**src/sv/assert_macros.svh**
```systemverilog
// ----------------------------------------------------------------------------
// Assertion macros
// Shared concurrent assertion wrappers; builds may compile them out.
// ----------------------------------------------------------------------------
`ifndef ASSERT_MACROS_SVH
`define ASSERT_MACROS_SVH

`ifndef NO_ASSERTIONS

// Clocked property with an active-low reset disable.
`define ASSERT_CLKRST(lbl, clk, rstn, prop) \
    lbl: assert property (@(posedge clk) disable iff (!rstn) prop) \
        else $error("assertion failed");

// Clocked property without any disable condition.
`define ASSERT_CLK(lbl, clk, prop) \
    lbl: assert property (@(posedge clk) prop) \
        else $error("assertion failed");

`else

`define ASSERT_CLKRST(lbl, clk, rstn, prop)
`define ASSERT_CLK(lbl, clk, prop)

`endif

`endif

```
**src/sv/stt_pkg.sv**
```systemverilog
// ----------------------------------------------------------------------------
// Tokenizer package
// Token kinds, byte constants, result type and byte classification helpers.
// ----------------------------------------------------------------------------
`default_nettype none

package stt_pkg;

    localparam int unsigned POSITION_BITS_DEFAULT = 16;

    // Token kind codes reported on the result port.
    localparam logic [4:0] KIND_LABEL        = 5'd0;
    localparam logic [4:0] KIND_STRING       = 5'd1;
    localparam logic [4:0] KIND_INTEGER      = 5'd2;
    localparam logic [4:0] KIND_NONE         = 5'd0;
    localparam logic [4:0] KIND_UNTERMINATED = 5'd18;

    // Special byte values.
    localparam logic [7:0] CH_UNDERSCORE = 8'h5F;
    localparam logic [7:0] CH_QUOTE      = 8'h22;
    localparam logic [7:0] CH_BACKSLASH  = 8'h5C;
    localparam logic [7:0] CH_NUL        = 8'h00;
    localparam logic [7:0] CH_FF         = 8'hFF;

    // One reported token, with its last-of-byte mark.
    typedef struct packed {
        logic [4:0]  kind;
        logic [15:0] start;
        logic [15:0] length;
        logic        last;
    } result_t;

    function automatic logic is_dec_digit(input logic [7:0] b);
        return (b >= 8'h30) && (b <= 8'h39);
    endfunction

    function automatic logic is_label_head(input logic [7:0] b);
        return ((b >= 8'h61) && (b <= 8'h7A)) || ((b >= 8'h41) && (b <= 8'h5A))
            || (b == CH_UNDERSCORE);
    endfunction

    function automatic logic is_label_body(input logic [7:0] b);
        return is_label_head(b) || is_dec_digit(b);
    endfunction

    // Punctuation kind, or KIND_NONE for any other byte.
    function automatic logic [4:0] punct_kind(input logic [7:0] b);
        logic [4:0] k;
        unique case (b)
            8'h3B:   k = 5'd3;   // ;
            8'h3A:   k = 5'd4;   // :
            8'h28:   k = 5'd5;   // (
            8'h29:   k = 5'd6;   // )
            8'h5B:   k = 5'd7;   // [
            8'h5D:   k = 5'd8;   // ]
            8'h7B:   k = 5'd9;   // {
            8'h7D:   k = 5'd10;  // }
            8'h2A:   k = 5'd11;  // *
            8'h3D:   k = 5'd12;  // =
            8'h2C:   k = 5'd13;  // ,
            8'h2D:   k = 5'd14;  // -
            8'h3E:   k = 5'd15;  // >
            8'h3C:   k = 5'd16;  // <
            8'h2E:   k = 5'd17;  // .
            default: k = KIND_NONE;
        endcase
        return k;
    endfunction

endpackage

`default_nettype wire

```
**src/sv/stt_core.sv**
```systemverilog
// ----------------------------------------------------------------------------
// Tokenizer core
// Holds the open-token state and turns one byte into up to two tokens.
// ----------------------------------------------------------------------------
`default_nettype none

module stt_core #(
    parameter int unsigned POSITION_BITS = 16
) (
    input  wire logic              aclk,
    input  wire logic              aresetn,
    input  wire logic              step,
    input  wire logic [7:0]        text_byte,
    input  wire logic              end_of_text,
    output logic [1:0]             res_count,
    output stt_pkg::result_t       res0,
    output stt_pkg::result_t       res1
);
    import stt_pkg::*;

    localparam int unsigned PB = POSITION_BITS;
    localparam logic [PB-1:0] POS_ZERO = '0;
    localparam logic [PB-1:0] POS_ONE  = PB'(1);

    // Open-token codes.
    localparam logic [1:0] OPEN_NONE   = 2'd0;
    localparam logic [1:0] OPEN_LABEL  = 2'd1;
    localparam logic [1:0] OPEN_STRING = 2'd2;
    localparam logic [1:0] OPEN_INT    = 2'd3;

    logic [1:0]    open_kind_reg, open_kind_next;
    logic [PB-1:0] open_start_reg, open_start_next;
    logic [PB-1:0] byte_pos_reg, byte_pos_next;
    logic          prior_bs_reg, prior_bs_next;
    logic          after_term_reg, after_term_next;

    // Leading token (flush or string close) and trailing token (punct or end flush).
    logic          p_valid, q_valid, taken;
    logic [4:0]    p_kind, q_kind, punct;
    logic [PB-1:0] p_start, q_start, p_len, q_len;
    logic [31:0]   p_start_w, q_start_w, p_len_w, q_len_w;

    // Step logic for one byte.
    always_comb begin
        open_kind_next  = open_kind_reg;
        open_start_next = open_start_reg;
        prior_bs_next   = prior_bs_reg;
        after_term_next = after_term_reg;
        byte_pos_next   = byte_pos_reg + POS_ONE;
        taken   = 1'b0;
        p_valid = 1'b0;
        p_kind  = KIND_NONE;
        p_start = open_start_reg;
        p_len   = byte_pos_reg - open_start_reg;
        q_valid = 1'b0;
        q_kind  = KIND_NONE;
        q_start = byte_pos_reg;
        q_len   = POS_ONE;
        punct   = punct_kind(text_byte);

        if (!after_term_reg) begin
            if ((text_byte == CH_NUL) || (text_byte == CH_FF)) begin
                // Terminator: flush whatever is open and ignore bytes until end.
                p_valid = (open_kind_reg != OPEN_NONE);
                p_kind  = (open_kind_reg == OPEN_STRING) ? KIND_UNTERMINATED
                        : ((open_kind_reg == OPEN_LABEL) ? KIND_LABEL : KIND_INTEGER);
                open_kind_next  = OPEN_NONE;
                prior_bs_next   = 1'b0;
                after_term_next = 1'b1;
            end else begin
                // Continue or close the open token.
                unique case (open_kind_reg)
                    OPEN_STRING: begin
                        taken = 1'b1;
                        if ((text_byte == CH_QUOTE) && !prior_bs_reg) begin
                            p_valid        = 1'b1;
                            p_kind         = KIND_STRING;
                            p_len          = byte_pos_reg + POS_ONE - open_start_reg;
                            open_kind_next = OPEN_NONE;
                            prior_bs_next  = 1'b0;
                        end else begin
                            prior_bs_next = (text_byte == CH_BACKSLASH);
                        end
                    end
                    OPEN_LABEL: begin
                        if (is_label_body(text_byte)) begin
                            taken = 1'b1;
                        end else begin
                            p_valid        = 1'b1;
                            p_kind         = KIND_LABEL;
                            open_kind_next = OPEN_NONE;
                            prior_bs_next  = 1'b0;
                        end
                    end
                    OPEN_INT: begin
                        if (is_dec_digit(text_byte)) begin
                            taken = 1'b1;
                        end else begin
                            p_valid        = 1'b1;
                            p_kind         = KIND_INTEGER;
                            open_kind_next = OPEN_NONE;
                            prior_bs_next  = 1'b0;
                        end
                    end
                    default: begin
                    end
                endcase

                // Start a new token or report a punctuation byte.
                if (!taken) begin
                    priority if (is_label_head(text_byte)) begin
                        open_kind_next  = OPEN_LABEL;
                        open_start_next = byte_pos_reg;
                    end else if (text_byte == CH_QUOTE) begin
                        open_kind_next  = OPEN_STRING;
                        open_start_next = byte_pos_reg;
                        prior_bs_next   = 1'b0;
                    end else if (is_dec_digit(text_byte)) begin
                        open_kind_next  = OPEN_INT;
                        open_start_next = byte_pos_reg;
                    end else if (punct != KIND_NONE) begin
                        q_valid = 1'b1;
                        q_kind  = punct;
                    end else begin
                    end
                end

                // End of text flushes the token including this byte.
                if (end_of_text && (open_kind_next != OPEN_NONE)) begin
                    q_valid = 1'b1;
                    q_kind  = (open_kind_next == OPEN_STRING) ? KIND_UNTERMINATED
                            : ((open_kind_next == OPEN_LABEL) ? KIND_LABEL : KIND_INTEGER);
                    q_start = open_start_next;
                    q_len   = byte_pos_reg + POS_ONE - open_start_next;
                end
            end
        end

        // End of text restarts positions and accepts bytes again.
        if (end_of_text) begin
            open_kind_next  = OPEN_NONE;
            open_start_next = POS_ZERO;
            byte_pos_next   = POS_ZERO;
            prior_bs_next   = 1'b0;
            after_term_next = 1'b0;
        end
    end

    // Cut positions and lengths to the 16-bit result fields.
    assign p_start_w = 32'(p_start);
    assign q_start_w = 32'(q_start);
    assign p_len_w   = 32'(p_len);
    assign q_len_w   = 32'(q_len);

    // Pack the tokens in order; the final one carries the last mark.
    always_comb begin
        res_count = {1'b0, p_valid} + {1'b0, q_valid};
        if (p_valid) begin
            res0 = '{kind: p_kind, start: p_start_w[15:0], length: p_len_w[15:0],
                     last: !q_valid};
        end else begin
            res0 = '{kind: q_kind, start: q_start_w[15:0], length: q_len_w[15:0],
                     last: 1'b1};
        end
        res1 = '{kind: q_kind, start: q_start_w[15:0], length: q_len_w[15:0],
                 last: 1'b1};
    end

    // State registers advance once per consumed byte.
    always_ff @(posedge aclk) begin
        if (!aresetn) begin
            open_kind_reg  <= OPEN_NONE;
            open_start_reg <= POS_ZERO;
            byte_pos_reg   <= POS_ZERO;
            prior_bs_reg   <= 1'b0;
            after_term_reg <= 1'b0;
        end else if (step) begin
            open_kind_reg  <= open_kind_next;
            open_start_reg <= open_start_next;
            byte_pos_reg   <= byte_pos_next;
            prior_bs_reg   <= prior_bs_next;
            after_term_reg <= after_term_next;
        end
    end

endmodule

`default_nettype wire

```
**src/sv/stt_result_buf.sv**
```systemverilog
// ----------------------------------------------------------------------------
// Tokenizer result buffer
// Two-entry output register that hands out tokens one transfer at a time.
// ----------------------------------------------------------------------------
`default_nettype none

module stt_result_buf (
    input  wire logic              aclk,
    input  wire logic              aresetn,
    input  wire logic              load,
    input  wire logic [1:0]        load_count,
    input  wire stt_pkg::result_t  load0,
    input  wire stt_pkg::result_t  load1,
    input  wire logic              m_tready,
    output logic                   m_tvalid,
    output stt_pkg::result_t       head,
    output logic                   free,
    output logic [1:0]             count
);
    import stt_pkg::*;

    logic [1:0] count_reg, count_next;
    result_t    ent0_reg, ent0_next;
    result_t    ent1_reg, ent1_next;
    logic       pop;

    assign m_tvalid = (count_reg != 2'd0);
    assign head     = ent0_reg;
    assign count    = count_reg;
    assign pop      = m_tvalid && m_tready;
    // A new pair may land once the register is empty, or holds one entry that leaves now.
    assign free     = (count_reg == 2'd0) || ((count_reg == 2'd1) && m_tready);

    // Next contents: load replaces, otherwise a transfer shifts down.
    always_comb begin
        count_next = count_reg;
        ent0_next  = ent0_reg;
        ent1_next  = ent1_reg;
        if (load) begin
            count_next = load_count;
            ent0_next  = load0;
            ent1_next  = load1;
        end else if (pop) begin
            count_next = count_reg - 2'd1;
            ent0_next  = ent1_reg;
        end
    end

    always_ff @(posedge aclk) begin
        if (!aresetn) begin
            count_reg <= 2'd0;
        end else begin
            count_reg <= count_next;
        end
    end

    always_ff @(posedge aclk) begin
        ent0_reg <= ent0_next;
        ent1_reg <= ent1_next;
    end

endmodule

`default_nettype wire

```
**src/sv/source_text_tokenizer_unit.sv**
```systemverilog
// ----------------------------------------------------------------------------
// Source text tokenizer
// Streaming lexer: one text byte per input transfer, one token per output.
// ----------------------------------------------------------------------------
// A byte enters an input register, is classified against the open token in
// one pass, and its tokens are registered in a two-entry output register,
// from which the first token can then be transferred. The block takes one
// byte per cycle as long as each byte yields at most one token and the output
// is ready; a byte that yields two tokens holds the input while both are
// buffered, since the output register drains one token per transfer.
// Token text is not carried: a token is its kind, its start offset within
// the text and its length, and tlast on the input resets the offsets for the
// next text.
`default_nettype none

`include "assert_macros.svh"

module source_text_tokenizer_unit #(
    parameter int unsigned POSITION_BITS = stt_pkg::POSITION_BITS_DEFAULT
) (
    input  wire logic        aclk,
    input  wire logic        aresetn,
    input  wire logic        s_tvalid,
    output logic             s_tready,
    input  wire logic [7:0]  s_tdata,   // [7:0] text_byte
    input  wire logic        s_tlast,   // end_of_text
    output logic             m_tvalid,
    input  wire logic        m_tready,
    output logic [39:0]      m_tdata,   // [4:0] token_kind, [20:5] token_start,
                                        // [36:21] token_length, [39:37] zero
    output logic             m_tlast    // last_of_run
);
    import stt_pkg::*;

    logic       in_valid_reg, in_valid_next;
    logic [7:0] in_byte_reg;
    logic       in_eot_reg;
    logic       consume, free, s_xfer;
    logic [1:0] res_count, buf_count;
    result_t    res0, res1, head;

    // Input register: refilled whenever it is empty or being consumed.
    assign consume  = in_valid_reg && free;
    assign s_tready = !in_valid_reg || free;
    assign s_xfer   = s_tvalid && s_tready;

    always_comb begin
        in_valid_next = in_valid_reg;
        if (s_xfer) begin
            in_valid_next = 1'b1;
        end else if (consume) begin
            in_valid_next = 1'b0;
        end
    end

    always_ff @(posedge aclk) begin
        if (!aresetn) begin
            in_valid_reg <= 1'b0;
        end else begin
            in_valid_reg <= in_valid_next;
        end
    end

    always_ff @(posedge aclk) begin
        if (s_xfer) begin
            in_byte_reg <= s_tdata;
            in_eot_reg  <= s_tlast;
        end
    end

    // Classification and open-token state.
    stt_core #(
        .POSITION_BITS(POSITION_BITS)
    ) u_core (
        .aclk        (aclk),
        .aresetn     (aresetn),
        .step        (consume),
        .text_byte   (in_byte_reg),
        .end_of_text (in_eot_reg),
        .res_count   (res_count),
        .res0        (res0),
        .res1        (res1)
    );

    // Output register for the tokens of one byte.
    stt_result_buf u_buf (
        .aclk       (aclk),
        .aresetn    (aresetn),
        .load       (consume),
        .load_count (res_count),
        .load0      (res0),
        .load1      (res1),
        .m_tready   (m_tready),
        .m_tvalid   (m_tvalid),
        .head       (head),
        .free       (free),
        .count      (buf_count)
    );

    assign m_tdata = {3'b000, head.length, head.start, head.kind};
    assign m_tlast = head.last;

    // With two tokens buffered the front one is never the last of its byte.
    `ASSERT_CLKRST(a_pair_head_not_last, aclk, aresetn, (buf_count == 2'd2) |-> !m_tlast)
    // An empty input register always takes a transfer.
    `ASSERT_CLKRST(a_empty_input_ready, aclk, aresetn, !in_valid_reg |-> s_tready)
    // Reported kinds stay within the defined codes.
    `ASSERT_CLKRST(a_kind_range, aclk, aresetn, m_tvalid |-> (m_tdata[4:0] <= KIND_UNTERMINATED))

endmodule

`default_nettype wire
```
**config.mk**
```make
export PLATFORM = sky130hd
export DESIGN_NAME = source_text_tokenizer_unit
export DESIGN_NICKNAME = d
export VERILOG_FILES = /design/src/sv/stt_pkg.sv /design/src/sv/stt_core.sv /design/src/sv/stt_result_buf.sv /design/src/sv/source_text_tokenizer_unit.sv
export VERILOG_INCLUDE_DIRS = /design/src /design/src/sv
export SDC_FILE = /design/constraint.sdc
export NUM_CORES = 1
export LEC_CHECK = 0
export BUFFER_PORTS_ARGS = -buffer_cell sky130_fd_sc_hd__buf_4
export CORE_UTILIZATION = 30
export CTS_CLUSTER_SIZE = 8
export DETAILED_ROUTE_END_ITERATION = 8
export HOLD_SLACK_MARGIN = 0.12
export SLEW_MARGIN = 20
export SYNTH_ARGS = -nofsm -noshare
export SYNTH_HDL_FRONTEND = slang
export SYNTH_SLANG_ARGS = --single-unit
```
**constraint.sdc**
```tcl
create_clock -name aclk -period 4.6 [get_ports aclk]
set_input_delay 0.46 -clock aclk [delete_from_list [all_inputs] [get_ports aclk]]
set_output_delay 0.46 -clock aclk [all_outputs]
set_load 0.05 [all_outputs]
```
## Word level (Yosys, flattened, before mapping)

Cells that the tools add are included.

- Logic and storage cells: 173
- Bits of input ports: 13
- Register bits: 123

- Add/sub/neg operators: 6
- $lt $le $gt $ge: 6
- Eq/ne operators: 27
- Mux-type cells: 90
- Reduce and logical (&&, ||, !) cells: 28

Operator list:

| cell | number |
|---|---|
| $mux 16 | 20 |
| $mux 38 | 3 |
| $eq 8x6->1 const B | 12 |
| $pmux 5 s15 | 1 |
| $mux 5 | 12 |
| $eq 8x7->1 const B | 6 |
| $sub 16x16->16 | 3 |
| $mux 2 | 17 |
| $mux 1 | 32 |
| $add 16x1->16 const B | 1 |
| $ge 8x7->1 const B | 2 |
| $le 8x7->1 const B | 2 |
| $pmux 5 s2 | 1 |
| $reduce_bool 2->1 | 5 |
| $logic_and 1x1->1 | 9 |
| $pmux 1 s3 | 3 |
| $eq 8x8->1 const B | 1 |
| $ge 8x6->1 const B | 1 |
| $le 8x6->1 const B | 1 |
| $logic_not 8->1 | 1 |
| $eq 2x1->1 const B | 3 |
| $eq 2x2->1 const B | 3 |
| $logic_or 1x1->1 | 6 |
| $pmux 2 s3 | 1 |
| other kinds (8) | 11 |

## Depth between registers and ports, before layout

Gate-level depths: netlist (run 1).

- Depth after elaboration: 21
- Depth in mapped cells: 19
- Gate-level depth less buffers: 17

## Modules after synthesis

From an unflattened synthesis (run 1), not the netlist that was laid out.

- Cell total of the unflattened synthesis: 943
- Area, all modules: 8856.0 µm²

Modules (own cells, without submodules):

| module | area each (µm²) | cells an instance | seq. area each (µm²) | instances |
|---|---|---|---|---|
| stt_core | 5439.0 | 786 | 720.7 | 1 |
| stt_result_buf | 3055.4 | 138 | 2322.2 | 1 |
| source_text_tokenizer_unit | 361.6 | 19 | 290.3 | 1 |

## Worst setup path after synthesis (run 1)

No wires, ideal clock.

- Kind: reg-to-reg
- Start point: register in_byte_reg[3]
- End point: register u_buf.ent0_reg, in the netlist u_buf.head[13] (data pin)
- Cell stages (with the launch flop): 17
- Required time: 4.339 ns
- Slack: 0.248 ns
- Arrival: 4.091 ns
- Path through: edfxtp_1 nor3_1 a21oi_1 a31o_2 a21oi_2 clkbuf_1 a21oi_1 fa_1 a21o_1 a311oi_1 a211oi_1 o31ai_1 nand2b_1 a21oi_1 xor2_1 nor2_1 o221a_2

RTL lines:

| element | RTL line | source |
|---|---|---|
| start: declaration | source_text_tokenizer_unit.sv:36 | `logic [7:0] in_byte_reg;` |
| start signal: assignment | source_text_tokenizer_unit.sv:66 | `in_byte_reg <= s_tdata;` |
| end signal: assignment | stt_result_buf.sv:58 | `ent0_reg <= ent0_next;` |
| end: declaration | stt_result_buf.sv:23 | `result_t ent0_reg, ent0_next;` |

==> results.yml, run 1 <==
floorplanning:
  ioPinCount: 56
  fp-row-count: 60
  die_y_um: 169
  die_area_um2: 28700
  initial_core_util: 0.309
  die_w_um: 169
  coreArea_um2: 27300
outcome:
  status: "completed"
logic_synthesis:
  yosysMostFrequentCell: "nand2_1"
  synth_top_cell_by_area: "edfxtp_1"
  yosysWarnings: 0
  synth.cell_area_um2: 8410
  netlist.area_leader.share: 0.300
  synth.avg_cell_area_um2: 8.89
  synth.yosys.seq_area_share: 0.393
  ys_top_cells_by_area: "edfxtp_1 30%, dfxtp_1 9.3%, ha_1 7.4%"
  synth_common_cells: "102 x nand2_1, 84 x edfxtp_1, 77 x nor2_1"
  synthCells: 946
  ys_types: 68
  synth_flop_cell: "edfxtp_1"
  async_flop_share: 0
  ys_ff_latch: 123
  synth-edff-count: 84
timing:
  rsz0062_at_grt: "false"
  hold_viol: 0
  worstMarginPinSlew_ps: 903
  setup_viol_count_final: 0
  period_needed_ps: 4290
  fin_ws_ps: 306
  finalCritPeriodShare: 0.933
  max_freq_mhz: 233
  clock_skew_ps: 8.69
  drv_slew: 0
  relSlewSlack: 0.398
  hold_slack_ps: 216
critical_path:
  crit_top_cell: "a21oi_1"
  path_cells: "buf_4, a21oi_1, nand4b_1, a31o_2, a21oi_2, mux2_2, ha_1, inv_1, fa_1, a21o_1, a311oi_2, a211oi_1, o31ai_2, nand2b_1, a21oi_1, xor2_1, nor2_1, o221a_2"
  cp_slowest_cell: "edfxtp_1"
  end_kind: "register"
  slowest_delay_ps: 470
  crit_type: "reg2reg"
  reg2reg_to: "u_buf.head[13]"
  rr_startpoint: "in_byte_reg[1]"
  critPathLaunchType: "register"
  cp.required_ps: 4770
  r2r_setup_slack_ps: 310
  crit_arrival_ps: 4470
  path_max_fanout: 10
  ff2ff_path_depth: 18
final_layout:
  fin_area_um2: 9890
  layout-drive-gt1-share: 0.147
  largest_reg_flops: 38
  fillers: 2757
  syn2layout_area_growth_pct: 17.6
  final_nets: 1059
  finalNonFillerCells: 1378
  antennaDiodeCount: 0
drt:
  route.detailed.wl_per_inst_um: 15.9
  vias: 6955
  via_per_inst: 5.05
  wl_um: 21900
  drcViolationCount: 0
  drtPass1Iterations: 5
  postRouteAntennaNets: 0
  drt-initial-drc-count: 563
clocking:
  postCtsHoldBufs: 0
  cts_tree: "built"
  cts-root-buf: "clkbuf_16"
  cts_max_level: 4
  clock-sinks: 123
  clk_pin_slew_worst_paths_ps: 60
  insertion_delay_ps: 420
  cts_max_path_buffers: 2
  numCtsBuffers: 17
global_route:
  grt_pass1_wl_um: 34400
  grt.total_usage: 0.155
  grt.overflow.total: 0
  grt_pass1_vias: 6268
  grt_max_degree: 75
  antenna_found_initial: 0
power_and_ir_drop:
  sw_frac_of_total: 0.317
  power.density_nw_per_um2: 354
  p_comb_frac: 0.214
  p_total_mw: 3.51
  p_seq_frac: 0.389
  power_switching_mw: 1.11
  p_int_mw: 2.40
  clockPowerShare: 0.397
  power_leakage_nw: 3.78
  ir_worst_vdd_mv: 0.215
place:
  port_buffers: 52
  placedCellCount: 1338
  place_hpwl_um: 15800
  gp_congestion: 0.879
  placed_cell_area_um2: 9200
  place_worst_setup_slack_ps: -1.89
min_path:
  hold_end: "in_eot_reg"
  whs_path_depth: 1
  hold_path_class: "in2reg"
  min_from: "s_tlast"
run:
  cap_violations: 0
-- cells by family after synthesis --
group	count (synthesis)	share of synthesized area
mux	29	0.0367
xor+xnor	50	0.0520
fa+ha+maj	53	0.0815
simple gates	329	0.195
other cells	1	0.000446
buf+inv	88	0.0456
flops	123	0.393
compound gates	273	0.196
-- per-stage QoR --
stage | utilization | TNS (ps)
6_report | 0.363 | 0
3_5_place_dp | 0.338 | -1.89
2_1_floorplan | - | 0
5_1_grt | 0.363 | 0
3_3_place_gp | 0.338 | 0
4_1_cts | 0.360 | 0
-- how the worst max path moves through the flow --
stage,to,slack (ps),startpoint
finish,u_buf.head[13],310,in_byte_reg[1]
global route,u_buf.head[13],20,in_byte_reg[1]
CTS,u_buf.head[13],90,in_byte_reg[3]
detailed placement,u_buf.head[13],-2,in_byte_reg[6]
global placement,u_buf.head[13],100,in_byte_reg[3]
floorplan,u_buf.head[13],250,in_byte_reg[3]
-- placed cells by master (no fill, tap or decap), types with 9 or more instances in the layout --
master,count
and3_1,16
nand2b_1,16
o21ai_0,71
inv_1,30
dfxtp_1,39
xor2_1,28
and2_1,16
edfxtp_1,84
mux2_2,10
o21ai_1,31
xnor2_1,22
nor2b_1,20
o21a_1,9
buf_4,81
nand3_1,24
a21o_1,13
o31ai_1,9
ha_1,50
nor2_1,77
a21oi_1,69
nor3_1,16
a211oi_1,14
nand2_1,102
clkbuf_16,17
mux2i_1,14
-- layout make-up --
class / instances / area (µm²) / share of cell area
clock buffers: 17 / 425 / 0.0430
repair buffers: 82 / 628 / 0.0635
well taps: 372 / 465 / 0.0470
flip-flops and latches: 123 / 3300 / 0.334
inverters: 32 / 120 / 0.0121
clock inverters: 15 / 188 / 0.0190
multi-input cells: 737 / 4760 / 0.482
-- critical path, delay by kind of cell, from the launching register on --
family | cells | cell delay [ps]
AOI/OAI and AO/OA | 9 | 1970
xor gates and xnor gates | 1 | 170
adders and majority gates | 2 | 560
buffers and inverters | 2 | 260
DFF | 1 | 470
muxes | 1 | 230
and+or+nand+nor | 3 | 380
-- power by group through the flow --
stage | clock (mW) | combinational [mW] | sequential, mW
after floorplan | 0 | 0.308 | 1.60
after global placement | 0 | 0.740 | 1.39
after detailed placement | 0 | 0.745 | 1.39
after CTS | 1.43 | 0.749 | 1.37
after global routing | 1.48 | 0.807 | 1.37
final | 1.39 | 0.751 | 1.36
-- metal layers --
layer | track usage | vias up | share of wire
li1 | - | 3510 | -
met1 | 0.227 | 3221 | 0.51
met2 | 0.230 | 201 | 0.43
met3 | 0.0240 | 23 | 0.048
met4 | 0.0509 | 0 | 0.015
met5 | 0 | - | 0
-- repair_timing --
item	4_1_cts	5_1_grt
cloned	0	0
setup endpoints to repair	1	8
resized for setup	1	3
pin swaps	0	3
buffers inserted	0	8
(Power assumes the default switching activity.)
==> run 2, diff against run 1 <==
--- a/config.mk
+++ b/config.mk
@@ -6,11 +6,13 @@
 export SDC_FILE = /design/constraint.sdc
 export NUM_CORES = 1
 export LEC_CHECK = 0
+export ABC_AREA = 1
 export BUFFER_PORTS_ARGS = -buffer_cell sky130_fd_sc_hd__buf_4
 export CORE_UTILIZATION = 30
 export CTS_CLUSTER_SIZE = 8
 export DETAILED_ROUTE_END_ITERATION = 8
 export HOLD_SLACK_MARGIN = 0.12
+export RECOVER_POWER = 50
 export SLEW_MARGIN = 20
 export SYNTH_ARGS = -nofsm -noshare
 export SYNTH_HDL_FRONTEND = slang
==> results.yml, run 2 <==
outcome:
  status: "finished with violations"
  violations: "max-capacitance violations, max-slew violations"
timing:
  finalCritPeriodShare: 0.874
  fin_ws_ps: 578
  relSlewSlack: -0.696
  fin_setup_tns_ps: 0
  max_freq_mhz: 249
  setup_viol_count_final: 0
  drv_slew: 42
  period_needed_ps: 4020
  hold_viol: 0
  rsz0062_at_grt: "false"
  clock_skew_ps: 7.63
  worstMarginPinSlew_ps: 2540
critical_path:
  cp.required_ps: 4780
  path_max_fanout: 19
  startpoint: "in_byte_reg[0]"
  r2r_setup_slack_ps: 580
  rr_startpoint: "in_byte_reg[0]"
  critPathLaunchType: "register"
  end_kind: "register"
  crit_type: "reg2reg"
  crit_arrival_ps: 4200
  ff2ff_path_depth: 23
  crit_end: "u_buf.head[14]"
  reg2reg_to: "u_buf.head[14]"
clocking:
  clk_pin_slew_worst_paths_ps: 60
  numCtsBuffers: 17
  cts_tree: "built"
  cts_max_path_buffers: 2
  ctsResizeCount: 0
  cts_max_level: 4
  postCtsHoldBufs: 0
  clock-sinks: 123
  cts-root-buf: "clkbuf_16"
  postCtsSetupRepairBufs: 0
  insertion_delay_ps: 430
drt:
  drcViolationCount: 0
  met1_length_um: 12600
  met3WireLength_um: 1180
  drtPass1Iterations: 6
  wl_met2_um: 11900
  routed.top_layer: "met4"
  wl_um: 26100
  route.detailed.wl_per_inst_um: 16.4
  vias: 7939
  postRouteAntennaNets: 0
  drt-initial-drc-count: 751
  via_per_inst: 4.99
floorplanning:
  initial_core_util: 0.308
  die_y_um: 171
  coreArea_um2: 28000
  die_area_um2: 29400
  fp-row-count: 61
  die_w_um: 171
  ioPinCount: 56
min_path:
  hold_path_class: "in2reg"
power_and_ir_drop:
  clockPowerShare: 0.257
  p_comb_frac: 0.414
  ir_worst_vdd_mv: 0.242
  power.density_nw_per_um2: 517
  p_seq_frac: 0.329
  sw_frac_of_total: 0.449
  power_leakage_nw: 4.35
  p_int_mw: 2.79
  power_switching_mw: 2.27
final_layout:
  final_nets: 1265
  syn2layout_area_growth_pct: 13.6
  largest_reg_flops: 38
  antennaDiodeCount: 0
  layout-drive-gt1-share: 0.0751
  fillers: 2976
  finalNonFillerCells: 1590
  final_cell_mix: "315 x nand2_1, 129 x inv_1, 104 x nand3_1"
  final_common_cell: "nand2_1"
global_route:
  grt_pass1_wl_um: 41400
  grt.total_usage: 0.185
  antenna_found_initial: 0
  grt.overflow.total: 0
  grt_max_degree: 47
  grt_pass1_vias: 7454
logic_synthesis:
  yosysWarnings: 0
  netlist.area_leader.share: 0.293
  ys_top_cells_by_area: "edfxtp_1 29%, nand2_1 14%, dfxtp_1 9.1%"
  synth_flop_cell: "edfxtp_1"
  yosysMostFrequentCell: "nand2_1"
  ys_ff_latch: 123
  synth_common_cells: "315 x nand2_1, 130 x inv_1, 104 x nand3_1"
  synth.yosys.seq_area_share: 0.383
  synth.avg_cell_area_um2: 7.51
  synth.cell_area_um2: 8620
  async_flop_share: 0
  synth-edff-count: 84
  ys_types: 46
  synthCells: 1147
  synth_top_cell_by_area: "edfxtp_1"
place:
  gp_congestion: 0.943
  port_buffers: 52
  place_worst_setup_slack_ps: 663
  place_hpwl_um: 19200
  placedCellCount: 1558
run:
  cap_violations: 1
-- run 2: cell types whose count changed in the layout (fill, tap and decap cells not counted), moves of 11 or more --
cell      before  now
and3_1        16    0
clkbuf_1       0   40
nand2_1      102  315
o21ai_1       31   20
xnor2_1       22    8
nor2b_1       20    0
nand2b_1      16    0
buf_4         81   11
o22ai_1        0   18
mux2i_1       14    0
nand3_1       24  104
o21ai_0       71   47
inv_1         30  129
-- run 2: layout make-up --
| type | instances | area (µm²) | share of cell area |
|---|---|---|---|
| Clock inverter | 14 | 124 | 0.0127 |
| Clock buffer | 18 | 439 | 0.0449 |
| Sequential cell | 123 | 3300 | 0.337 |
| Tap cell | 378 | 473 | 0.0483 |
| Timing Repair Buffer | 60 | 300 | 0.0307 |
| Inverter | 137 | 514 | 0.0525 |
| Multi-Input combinational cell | 860 | 4640 | 0.474 |
-- run 2: per-layer routing --
metal	track usage	vias to the layer above
li1	-	3965
met3	0.0304	35
met5	0	-
met2	0.297	239
met1	0.252	3700
met4	0.0637	0
-- run 2: power groups by stage --
stage,Combinational [mW],Sequential [mW],Clock [mW]
after floorplan,1.06,2.21,0
after global placement,2.25,1.68,0
after detailed placement,2.25,1.68,0
after CTS,2.26,1.66,1.33
after global routing,2.29,1.69,1.38
final,2.09,1.67,1.30
-- run 2: critical path: stages (launching register included) --
cell and delay [ps]:
edfxtp_1 470, nor2_1 170, nand3_1 120, nand2_1 80
inv_1 40, nand2_2 90, nand2_4 80, nand2_4 110
nand3_2 350, o21ai_0 550, inv_1 140, ha_1 210
inv_1 50, nand3_1 60, nand3_1 200, a21oi_1 90
o21ai_0 360, nand2_1 160, nand2_1 90, nand2_1 50
nand4_1 110, nand2_1 60, nand2_1 50, nand2_1 70
-- run 2: kinds of logic after synthesis --
| kind of cell | count (synthesis) | share of synthesized area |
|---|---|---|
| AOI/OAI and AO/OA | 199 | 0.130 |
| xor gates and xnor gates | 32 | 0.0325 |
| adders and majority gates | 53 | 0.0796 |
| buffers and inverters | 166 | 0.0803 |
| DFF | 123 | 0.383 |
| other | 1 | 0.000435 |
| and+or+nand+nor | 573 | 0.294 |
-- run 2: how the worst min path moves through the flow --
stage,start,to,slack (ps),cells past startpoint
finish,s_tdata[5],in_byte_reg[5],220,1
global route,s_tdata[4],in_byte_reg[4],200,1
CTS,s_tdata[4],in_byte_reg[4],190,1
detailed placement,u_core.prior_bs_reg,u_core.prior_bs_reg,460,2
global placement,u_core.prior_bs_reg,u_core.prior_bs_reg,450,2
floorplan,u_core.prior_bs_reg,u_core.prior_bs_reg,450,2
-- run 2: stage by stage --
stage                     area (µm²)  hold slack (ps)  total power, mW   util
after floorplan                 8620              445             3.27      -
after global placement          9390              454             3.93  0.335
after detailed placement        9390              457             3.93  0.335
after CTS                       9950              188             5.25  0.355
after global routing            9790              204             5.36  0.350
final                           9790              224             5.06  0.350
==> run 3, diff against run 2 <==
==> constraint.sdc (replaced) <==
create_clock -name aclk -period 3.58 [get_ports aclk]
set_input_delay 0.358 -clock aclk [delete_from_list [all_inputs] [get_ports aclk]]
set_output_delay 0.358 -clock aclk [all_outputs]
set_load 0.05 [all_outputs]
==> results.yml, run 3 (synthesized netlist as in run 2, its figures left out) <==
outcome:
  status: "finished with violations"
  violations: "max-capacitance violations, max-slew violations"
timing:
  drv_slew: 44
  hold_viol: 0
  setup_viol_count_final: 0
  fin_setup_tns_ps: 0
  max_freq_mhz: 292
  clock_skew_ps: 10.9
  finalCritPeriodShare: 0.958
  rsz0062_at_grt: "true"
  period_needed_ps: 3430
  relSlewSlack: -0.200
  worstMarginPinSlew_ps: 1790
power_and_ir_drop:
  power.density_nw_per_um2: 656
  power_leakage_nw: 4.84
  p_total_mw: 7.06
  ir_worst_vdd_mv: 0.329
final_layout:
  finalNonFillerCells: 1663
  final_common_cell: "nand2_1"
  antennaDiodeCount: 0
  layout-drive-gt1-share: 0.157
  syn2layout_area_growth_pct: 24.9
  final_cell_mix: "313 x nand2_1, 129 x inv_1, 97 x nand3_1"
  largest_reg_flops: 38
  final_nets: 1338
drt:
  drt-initial-drc-count: 760
  wl_um: 27000
  postRouteAntennaNets: 0
  route.detailed.wl_per_inst_um: 16.3
  vias: 8270
  drcViolationCount: 0
  via_per_inst: 4.97
  drtPass1Iterations: 7
global_route:
  grt.overflow.total: 0
  antenna_found_initial: 0
  grt_pass1_wl_um: 42600
  grt.total_usage: 0.189
  grt_max_degree: 31
  grt_pass1_vias: 7833
  use_met1: 0.258
  use_met2: 0.311
  use_met3: 0.0228
  busiest_layer: "met2"
critical_path:
  crit_type: "reg2reg"
  crit_top_cell: "nand2_1"
  slowest_delay_ps: 450
  crit_arrival_ps: 3600
  critPathLaunchType: "register"
  end_kind: "register"
  cp_slowest_cell: "edfxtp_1"
  path_max_fanout: 9
  path_cells: "buf_4, nand2_1, nor2_1, nand2_1, nand3_2, nand3_4, buf_12, nand2_1, o21ai_0, inv_1, ha_1, inv_1, fa_2, buf_4, a21oi_4, nand3b_1, nand2_2, xor2_2, nor2_1, nand2_1, nand2_1"
  cp.required_ps: 3750
floorplanning:
  die_y_um: 171
  die_area_um2: 29400
  initial_core_util: 0.308
  coreArea_um2: 28000
  fp-row-count: 61
  die_w_um: 171
  ioPinCount: 56
clocking:
  clock-sinks: 123
  clk_pin_slew_worst_paths_ps: 60
  cts-root-buf: "clkbuf_16"
  cts_tree: "built"
  insertion_delay_ps: 430
  cts_max_level: 4
  numCtsBuffers: 17
  cts_max_path_buffers: 2
min_path:
  hold_path_class: "in2reg"
place:
  place_hpwl_um: 20300
  port_buffers: 52
  placedCellCount: 1614
  gp_congestion: 0.999
run:
  cap_violations: 2
==> run 3: per-layer routing <==
metal,wire length (µm),share of wire,vias up
li1,-,-,4119
met1,12800,0.47,3876
met2,12600,0.47,253
met3,1280,0.047,22
met4,329,0.012,0
met5,0,0,-
==> run 3: area by class of cell <==
class	instances	area, µm²
clock buffers	21	480
multi-input cells	860	4900
flip-flops and latches	123	3300
repair buffers	133	912
clock inverters	11	179
inverters	137	514
fillers	2910	17300
well taps	378	473
==> run 3: final timing paths <==
path	start	slack, ps	depth (start not counted)	endpoint
max	in_byte_reg[1]	150	21	u_buf.head[15]
min	s_tvalid	240	3	in_valid_reg
max reg2reg	in_byte_reg[1]	150	21	u_buf.head[15]
min reg2reg	u_core.prior_bs_reg	470	2	u_core.prior_bs_reg
==> run 3: worst max-delay path, delay by kind of cell, from the launching register on <==
| kind | cells | cell delay (ps) |
|---|---|---|
| xor+xnor | 1 | 200 |
| flops | 1 | 450 |
| compound gates | 2 | 230 |
| simple gates | 11 | 1190 |
| buf+inv | 5 | 630 |
| fa+ha+maj | 2 | 470 |
==> run 3: stage by stage <==
step / worst slack (ps) / utilization / cell area (µm²) / hold slack (ps)
6_report: 151 / 0.384 / 10800 / 238
5_1_grt: -88.5 / 0.384 / 10800 / 255
4_1_cts: 10.1 / 0.379 / 10600 / 224
3_5_place_dp: -74.2 / 0.352 / 9850 / 463
3_3_place_gp: -26.8 / 0.352 / 9850 / 453
2_1_floorplan: 269 / - / 8620 / 445
==> run 3: what timing repair did <==
action / in CTS / in global routing
gates resized for setup: 3 / 61
pin swaps: 1 / 9
endpoints found under the setup margin: 6 / 20
setup buffers: 2 / 5
hold buffers: 9 / 0
endpoints found under the hold margin: 9 / 0
cloned: 0 / 1
==> run 3: where the power goes <==
group          switching, mW  internal (mW)
sequential             0.119           2.01
combinational           2.21          0.770
clock                  0.693           1.25
